### src/rtl/core/itf_pkg.sv
// Shared types and constants for the interpolated table interval factor core.
// No dependencies; every other file in rtl/core refers to this package by scoped name.
package itf_pkg;

    localparam int ENTRY_BITS    = 48;
    localparam int TICK_BITS     = 31;
    localparam int SCALE_BITS    = 40;
    localparam int SCALE_HALF    = 20;
    localparam int USED_BITS     = 11;
    localparam int SEL_BITS      = 2;
    localparam int EIDX_BITS     = 10;
    localparam int PROD_BITS     = TICK_BITS + SCALE_HALF;
    localparam int POS_SHIFT     = 24;
    localparam int POS_BITS      = TICK_BITS + SCALE_BITS - POS_SHIFT;
    localparam int PFRAC_BITS    = 16;
    localparam int KRAW_BITS     = POS_BITS - PFRAC_BITS;
    localparam int FRAC_BITS     = POS_BITS;
    localparam int SPLIT_BITS    = 24;
    localparam int VALUE_BITS    = 64;
    localparam int MAG_BITS      = ENTRY_BITS + FRAC_BITS;
    localparam int CFG_IDX_BITS  = 2;
    localparam int CFG_DATA_BITS = SCALE_BITS;
    localparam int PIPE_STAGES   = 10;

    localparam logic [USED_BITS-1:0] USED_RESET = 11'd1000;

    localparam logic ACT_LOAD = 1'b0;

    localparam logic [SEL_BITS-1:0] SEL_NONE = 2'd3;

    localparam logic [CFG_IDX_BITS-1:0] CFG_USED  = 2'd0;
    localparam logic [CFG_IDX_BITS-1:0] CFG_SCALE = 2'd1;

    typedef struct packed {
        logic                  action;
        logic [SEL_BITS-1:0]   table_select;
        logic [EIDX_BITS-1:0]  entry_index;
        logic [ENTRY_BITS-1:0] entry_value;
        logic [TICK_BITS-1:0]  time_start;
        logic [TICK_BITS-1:0]  time_end;
    } t_in_item;

    typedef struct packed {
        logic [ENTRY_BITS-1:0] factor;
        logic                  order_error;
    } t_out_item;

    typedef struct packed {
        logic                  action;
        logic [SEL_BITS-1:0]   table_select;
        logic [EIDX_BITS-1:0]  entry_index;
        logic [ENTRY_BITS-1:0] entry_value;
        logic                  order_err;
    } t_ld_meta;

    typedef struct packed {
        t_ld_meta              meta;
        logic [FRAC_BITS-1:0]  frac_start;
        logic [FRAC_BITS-1:0]  frac_stop;
    } t_pos_item;

    typedef struct packed {
        logic                  first;
        logic                  parity;
        logic [FRAC_BITS-1:0]  frac;
        logic [ENTRY_BITS-1:0] even_q;
        logic [ENTRY_BITS-1:0] odd_q;
    } t_tick_rd;

    typedef struct packed {
        logic     action;
        logic     tbl_none;
        logic     order_err;
        t_tick_rd start_rd;
        t_tick_rd stop_rd;
    } t_mem_item;

    typedef struct packed {
        logic                  action;
        logic                  order_err;
        logic [VALUE_BITS-1:0] value_start;
        logic [VALUE_BITS-1:0] value_stop;
    } t_val_item;

endpackage

### src/rtl/core/itf_cfg.sv
// Configuration registers: index scale and last usable table index.
// Depends on itf_pkg.
module itf_cfg #(
    parameter int TABLE_DEPTH = 1024
) (
    input  logic                               i_clk,
    input  logic                               i_rst_n,
    input  logic                               i_cfg_valid,
    output logic                               o_cfg_ready,
    input  logic [itf_pkg::CFG_IDX_BITS-1:0]   i_cfg_index,
    input  logic [itf_pkg::CFG_DATA_BITS-1:0]  i_cfg_data,
    output logic [itf_pkg::SCALE_BITS-1:0]     o_scale,
    output logic [$clog2(TABLE_DEPTH)-1:0]     o_last_idx
);

    localparam int KW = $clog2(TABLE_DEPTH);
    localparam int USED_RST_INT = int'(itf_pkg::USED_RESET);
    localparam int LAST_RST = ((USED_RST_INT > TABLE_DEPTH) ? TABLE_DEPTH : USED_RST_INT) - 1;

    logic [itf_pkg::SCALE_BITS-1:0] r_scale;
    logic [KW-1:0]                  r_last_idx;
    logic [itf_pkg::USED_BITS-1:0]  used;
    logic [KW-1:0]                  n_last_idx;

    assign o_cfg_ready = 1'b1;
    assign used        = i_cfg_data[itf_pkg::USED_BITS-1:0];

    always_comb begin
        if (used == '0) begin
            n_last_idx = '0;
        end else if (32'(used) > 32'(TABLE_DEPTH)) begin
            n_last_idx = KW'(TABLE_DEPTH - 1);
        end else begin
            n_last_idx = KW'(used - itf_pkg::USED_BITS'(1));
        end
    end

    always_ff @(posedge i_clk) begin
        if (!i_rst_n) begin
            r_scale    <= '0;
            r_last_idx <= KW'(LAST_RST);
        end else if (i_cfg_valid) begin
            case (i_cfg_index)
                itf_pkg::CFG_USED:  r_last_idx <= n_last_idx;
                itf_pkg::CFG_SCALE: r_scale    <= i_cfg_data[itf_pkg::SCALE_BITS-1:0];
                default: ;
            endcase
        end
    end

    assign o_scale    = r_scale;
    assign o_last_idx = r_last_idx;

endmodule

### config.mk
export PLATFORM = sky130hd
export DESIGN_NAME = itf_cfg
export DESIGN_NICKNAME = d
export VERILOG_FILES = /design/src/rtl/core/itf_pkg.sv /design/src/rtl/core/itf_cfg.sv
export SDC_FILE = /design/constraint.sdc
export NUM_CORES = 1
export LEC_CHECK = 0
export ABC_AREA = 1
export BUFFER_PORTS_ARGS = -buffer_cell sky130_fd_sc_hd__clkbuf_2
export CAP_MARGIN = 20
export CORE_ASPECT_RATIO = 1.2
export CORE_MARGIN = 1.5
export CORE_UTILIZATION = 49
export CTS_CLUSTER_SIZE = 10
export DETAILED_ROUTE_END_ITERATION = 8
export PLACE_DENSITY = 0.89
export SYNTH_ARGS = -nofsm -noshare
export SYNTH_HDL_FRONTEND = slang
export SYNTH_SLANG_ARGS = --single-unit
### constraint.sdc
create_clock -name i_clk -period 2.6 [get_ports i_clk]
set_input_delay 0.26 -clock i_clk [delete_from_list [all_inputs] [get_ports i_clk]]
set_output_delay 0.26 -clock i_clk [all_outputs]
set_load 0.02 [all_outputs]
==> results of run 1 <==
==> cell usage in the layout, fill, tap and decap left out, types with 2 or more instances in the layout <==
| master | instances |
|---|---|
| nand2_1 | 34 |
| nand3_1 | 11 |
| clkinv_1 | 2 |
| buf_4 | 4 |
| clkbuf_8 | 5 |
| clkbuf_2 | 94 |
| nor2_4 | 2 |
| o21ai_0 | 44 |
| inv_1 | 16 |
| nand2_2 | 3 |
| nor2_1 | 66 |
| bufinv_16 | 2 |
| dfxtp_1 | 50 |
| a21oi_1 | 21 |
| nand4_1 | 3 |
==> sequential cells by signal, indices dropped and copies added, names as in the netlist <==
signal / cells
o_last_idx: 10
o_scale: 40
==> final timing paths <==
kind / end / depth (start not counted)
worst max-delay path: o_last_idx[9] / 10
worst min register to register: o_last_idx[4] / 2
worst min-delay path: o_scale[13] / 3
worst max register to register: o_scale[1] / 2
==> critical path, stage by stage <==
cell and delay [ps]:
clkbuf_2 80, inv_1 140, ha_1 240, nand2_1 150, nor2_4 160, nand2_2 80
nand2_4 110, nand3_1 90, nand2_1 60, nand2_1 40
==> power groups by stage <==
stage               logic [W]  registers (W)  clock network, W
floorplan            0.000101       0.000890                 0
global placement     0.000243       0.000841                 0
detailed placement   0.000246       0.000842                 0
CTS                  0.000247       0.000825          0.000652
global route         0.000275       0.000830          0.000690
finish               0.000246       0.000824          0.000634
==> routing by layer <==
layer  global-route usage [%]  part of all wire, %  vias up
met5                        0                    0        -
met4                     9.66                  2.0        0
met3                     6.03                  7.9       11
met2                     36.3                   47       90
met1                     25.1                   43      840
li1                         -                    -     1055
==> per-stage QoR <==
step	hold WS (ps)	util [%]	instances
4_1_cts	202	67.4	418
5_1_grt	215	67.4	418
2_1_floorplan	408	-	271
3_3_place_gp	453	63.9	410
6_report	207	67.4	418
3_5_place_dp	460	63.9	410
==> cell type report <==
class | instances | area, µm²
clock buffer | 5 | 68.8
clock inverter | 3 | 68.8
fill | 339 | 1270
inverter | 19 | 73.8
multi-input combinational | 189 | 856
sequential | 50 | 1000
tap | 54 | 67.6
timing repair buffer | 98 | 500
==> cells by family after synthesis <==
family,Yosys count,share of synthesized area (%)
fa+ha+maj,1,0.629
compound gates,65,16.4
flops,50,50.3
other cells,1,0.188
buf+inv,32,6.67
simple gates,122,25.8
==> summary.txt, run 1 <==
Reg2Reg Setup Slack: 1950 ps
Seq/Total Area, Yosys: 50.3%
Die Span X: 61.2 µm
GRT Overall Usage: 21.7%
Row count: 25
R2R Path Start: o_scale[1]
Place WS: 1090 ps
Final Hold Vio Count: 0
Core area: 3910 µm²
Vias in the first global route: 1,704
Drt pass-1 iters: 4
First-pass GRT wire length: 7290 µm
ANT cells: 0
Distinct cell type count after synthesis: 20
Unrepaired setup endpoints after global routing: false
Most frequent cell after synthesis: nor2_1
Max Fclk: 828 MHz
Max Root-Sink Buffers: 2
Fin Setup TNS: 0 ps
Initial core utilization: 50.9%
Share of cells above drive strength 1: 31.6%
Final Max Tran Viols: 0
Number of synthesized flops with an enable pin: 0
CTS Hold Bufs: 0
Post-Syn Nets: 317
Gpl congestion: 0.915
Pwr/cell area: 647 nW/µm²
Routed WL: 4650 µm
Startpoint types: input pin
I/O pins: 96
Vias per cell: 4.78
Area growth from synthesis to layout: 32.5%
Clock Skew: 0 ps
Tot Pwr: 0.00170 W
Placed cell areas: 2500 µm²
Gate power share: 14.4%
Residual DRC: 0
Post-route cell area: 2640 µm²
Synth Instances: 271
P_sw: 0.000425 W
Clock power frac: 37.2%
Mean post-synth cell area: 7.34 µm²
Asr flop ratio synth: 0%
Sw Share: 24.9%
Worst Path Max Fanout: 9
Internal power: 0.00128 W
Final setup fails: 0
Grt ovf: 0
Mapped cell area: 1990 µm²
Top post-synthesis cells by count: 66 x nor2_1, 50 x dfxtp_1, 44 x o21ai_0
Pin count of the biggest net entering global routing: 36
Reg clk slew, reported paths: 90 ps
DPL Wire Length: 3490 µm
Critical Path Sink Type: flop
CTS tree: done
VDD IR-drop max: 448 µV
Tmin final: 1210 ps
Share of the synthesized area in the top cell type: 50.3%
Max H-tree Level: 2
Setup WS post-layout: 1390 ps
Arr. time, crit path: 1400 ps
Root Driver: clkbuf_8
Via Count: 1,996
Setup CP Type: in -> reg
Synth top area cells: dfxtp_1 50%, nor2_1 12%, o21ai_0 11%
Ys Warns: 0
CTS sink cnt: 50
Height of the die: 72.8 µm
Initial antenna violation count: 0
Post-route ant nets: 0
Leading area contributor after synthesis: dfxtp_1
Top FF cell, synth: dfxtp_1
Post-CTS Setup Bufs: 0
Initial drt markers: 152
Max-cap violations: 0
Flops & latches, synth: 50
Crit. Startpoint: i_cfg_data[0]
Sequential share of power: 48.4%
Worst skew pair latency: 290 ps
Routed WL per cell: 11.1 µm
CTS Buf Count: 5
Final nets: 409
Hold path startpoint: i_cfg_data[13]
Req. time, crit path: 2800 ps
Status: finished, final reports clean
Post-cts sizing count: 0
Hold/Removal Path Class: in -> reg
Tcrit/Tclk final: 46.5%
Full die area: 4450 µm²
Leakage: 1.28 nW
IO Port Bufs: 94
No activity file was read; power rests on OpenSTA's default activity.
==> inputs of run 2 (changes only) <==
Settings changed: ABC_AREA 1 to 0, CORE_UTILIZATION 49 to 45, PLACE_DENSITY 0.89 to 0.83.
Clock period 2.6 ns to 1.25 ns, I/O delays scaled along.
==> summary.txt, run 2 <==
Max Fclk: 689 MHz
Residual DRC: 0 (unchanged)
Via Count: 2,090 (was 1,996)
Met2 WL: 2560 µm (was 2190 µm)
CTS tree: done (unchanged)
Tmin final: 1450 ps
Req. time, crit path: 1440 ps (was 2800 ps)
DPL Wire Length: 3870 µm (was 3490 µm)
Distinct cell type count after synthesis: 35 (was 20)
Ys Warns: 0 (unchanged)
Number of synthesized flops with an enable pin: 0 (unchanged)
Leakage: 1.24 nW (was 1.28 nW)
Grt ovf: 0 (unchanged)
Failing checks: setup timing
Flops & latches, synth: 50 (unchanged)
Internal power: 0.00231 W (was 0.00128 W)
Mapped cell area: 2000 µm² (was 1990 µm²)
Worst skew pair latency: 290 ps (about the same)
Initial antenna violation count: 0 (unchanged)
Status: finished, violations left (was finished, final reports clean)
Seq/Total Area, Yosys: 50.1% (was 50.3%)
Vias per cell: 5.01 (was 4.78)
Unrepaired setup endpoints after global routing: true (was false)
Most frequent CP cell: buf_6 (was nand2_1)
Multi-input logic area: 932 µm² (was 856 µm²)
Pin count of the biggest net entering global routing: 29 (was 36)
Fin Setup TNS: -1610 ps (was 0 ps)
Synth Instances: 250 (was 271)
Area growth from synthesis to layout: 41.1% (was 32.5%)
Share of cells above drive strength 1: 40.7% (was 31.6%)
Tcrit/Tclk final: 116%
WL met3: 294 µm (was 368 µm)
Final setup fails: 10 (was 0)
Gpl congestion: 0.845 (was 0.915)
Clock power frac: 30.2% (was 37.2%)
Asr flop ratio synth: 0% (unchanged)
Max-cap violations: 0 (unchanged)
Clock Skew: 0 ps (unchanged)
Row count: 26 (was 25)
Die Span X: 63.9 µm (was 61.2 µm)
Post-Syn Nets: 296 (was 317)
Top post-synthesis cells by count: 81 x nand2_1, 50 x dfxtp_1, 48 x a21oi_1 (was 66 x nor2_1, 50 x dfxtp_1, 44 x o21ai_0)
Initial drt markers: 80 (was 152)
Final nets: 406 (was 409)
Setup WS post-layout: -202 ps (was 1390 ps)
VDD IR-drop max: 456 µV (was 448 µV)
Critical Path Sink Type: flop (unchanged)
Initial core utilization: 46.9% (was 50.9%)
Routed WL per cell: 12.1 µm (was 11.1 µm)
Reg clk slew, reported paths: 90 ps (about the same)
P_sw: 0.000800 W (was 0.000425 W)
Vias in the first global route: 1,934 (was 1,704)
Full die area: 4850 µm² (was 4450 µm²)
Critical-path top delay cell: or4_4 (was ha_1)
Placed cell areas: 2660 µm² (was 2500 µm²)
Core area: 4260 µm² (was 3910 µm²)
Startpoint types: input pin (unchanged)
First-pass GRT wire length: 8420 µm (was 7290 µm)
Share of the synthesized area in the top cell type: 50.1% (was 50.3%)
Reg2Reg Setup Slack: 380 ps (was 1950 ps)
Root Driver: clkbuf_8 (unchanged)
Chain of cells forming the critical path: buf_6 -> or4_4 -> buf_6 -> o41a_1 -> nor3b_2 -> o21ai_1 (was clkbuf_2 -> inv_1 -> ha_1 -> nand2_1 -> nor2_4 -> nand2_2 -> nand2_4 -> nand3_1 -> nand2_1 -> nand2_1)
Leading area contributor after synthesis: dfxtp_1 (unchanged)
Sequential share of power: 53.9% (was 48.4%)
Post-route ant nets: 0 (unchanged)
WP buf/inv: 2 (unchanged)
Number of fill cells in the layout: 379 (was 339)
Synth top area cells: dfxtp_1 50%, nand2_1 15%, a21oi_1 12% (was dfxtp_1 50%, nor2_1 12%, o21ai_0 11%)
Most frequent cell after synthesis: nand2_1 (was nor2_1)
Top delay family on crit path: simple AND/OR/NAND/NOR gates (unchanged)
Commonest non-fill, non-tap cell in the layout: clkbuf_2 (unchanged)
CTS Buf Count: 5 (unchanged)
M1 wire length: 2130 µm (was 1990 µm)
Drt pass-1 iters: 4 (unchanged)
Final Max Tran Viols: 0 (unchanged)
Worst Path Max Fanout: 6 (was 9)
Max H-tree Level: 2 (unchanged)
CTS Hold Bufs: 0 (unchanged)
Height of the die: 76.0 µm (was 72.8 µm)
Mean post-synth cell area: 8.00 µm² (was 7.34 µm²)
Reg area: 1000 µm² (unchanged)
Sw Share: 25.7% (was 24.9%)
Hold/Removal Path Class: in -> reg (unchanged)
Max Root-Sink Buffers: 2 (unchanged)
Pwr/cell area: 1100 nW/µm² (was 647 nW/µm²)
Most frequent cells in the layout: 93 x clkbuf_2, 81 x nand2_1, 50 x dfxtp_1 (was 94 x clkbuf_2, 66 x nor2_1, 50 x dfxtp_1)
Routed WL: 5050 µm (was 4650 µm)
Top Metal Used: met4 (unchanged)
GRT Overall Usage: 21.2% (was 21.7%)
Post-route cell area: 2820 µm² (was 2640 µm²)
I/O pins: 96 (unchanged)
Setup CP Type: in -> reg (unchanged)
Arr. time, crit path: 1640 ps (was 1400 ps)
Final Hold Vio Count: 0 (unchanged)
ANT cells: 0 (unchanged)
IO Port Bufs: 94 (unchanged)
Largest register FFs: 40 (unchanged)
Gate power share: 15.9% (was 14.4%)
CTS sink cnt: 50 (unchanged)
Top FF cell, synth: dfxtp_1 (unchanged)
Crit path largest cell delay: 530 ps (was 240 ps)
## run 2: layout make-up
| type | instances | share of cell area [%] |
|---|---|---|
| sequential | 50 | 35.5 |
| multi-input combinational | 177 | 33.1 |
| timing repair buffer | 123 | 25.3 |
| clock buffer | 7 | 3.06 |
| tap | 56 | 2.48 |
| inverter | 3 | 0.399 |
| clock inverter | 1 | 0.177 |
## run 2: cells by family after synthesis
kind of cell / count (synthesis) / synth area share (%)
XOR/XNOR: 2 / 0.876
buffers and inverters: 24 / 6.32
flip-flops: 50 / 50.1
adder cells (fa/ha/maj): 1 / 0.626
other: 1 / 0.188
AO/OA/AOI/OAI: 67 / 19.1
AND/OR/NAND/NOR: 105 / 22.8
## run 2: worst paths after layout
path / from / endpoint / cells past startpoint
worst min-delay path: i_cfg_data[16] / o_scale[16] / 3
worst max register to register: o_last_idx[3] / o_last_idx[3] / 3
worst max-delay path: i_cfg_data[7] / o_last_idx[7] / 6
worst min register to register: o_scale[9] / o_scale[9] / 2
## run 2: power by group through the flow
stage               combinational [W]  sequential [W]  clock, W
floorplan                    0.000185         0.00179         0
global placement             0.000470         0.00171         0
detailed placement           0.000478         0.00172         0
CTS                          0.000489         0.00168  0.000961
global route                 0.000542         0.00169   0.00103
finish                       0.000495         0.00168  0.000940
## run 2: tightest hold or removal path, delay by kind of cell
kind,cells,cell delay [ps]
AOI/OAI and AO/OA,1,50
buffers and inverters,1,80
and+or+nand+nor,1,40
## run 2: layer usage
layer | vias up | global-route usage (%)
met3 | 6 | 4.14
met2 | 80 | 37.7
li1 | 1054 | -
met5 | - | 0
met1 | 950 | 25.3
met4 | 0 | 6.52
## run 2: stage by stage
step	power (W)	instances	utilization, %	hold WS (ps)	worst slack (ps)
finish	0.00311	417	66.2	45.3	-202
global route	0.00325	417	66.2	43.7	-233
CTS	0.00313	416	65.5	39.0	-186
detailed placement	0.00219	407	62.5	353	-573
global placement	0.00218	407	62.5	349	-537
floorplan	0.00197	250	-	261	-499
## run 2: timing repair
action                                  CTS  global route
endpoints found under the hold margin     0             0
pin swaps                                10             9
gates cloned                              1             0
endpoints found under the setup margin   10            10
setup buffers                             0             1
gates resized for setup                   6             5
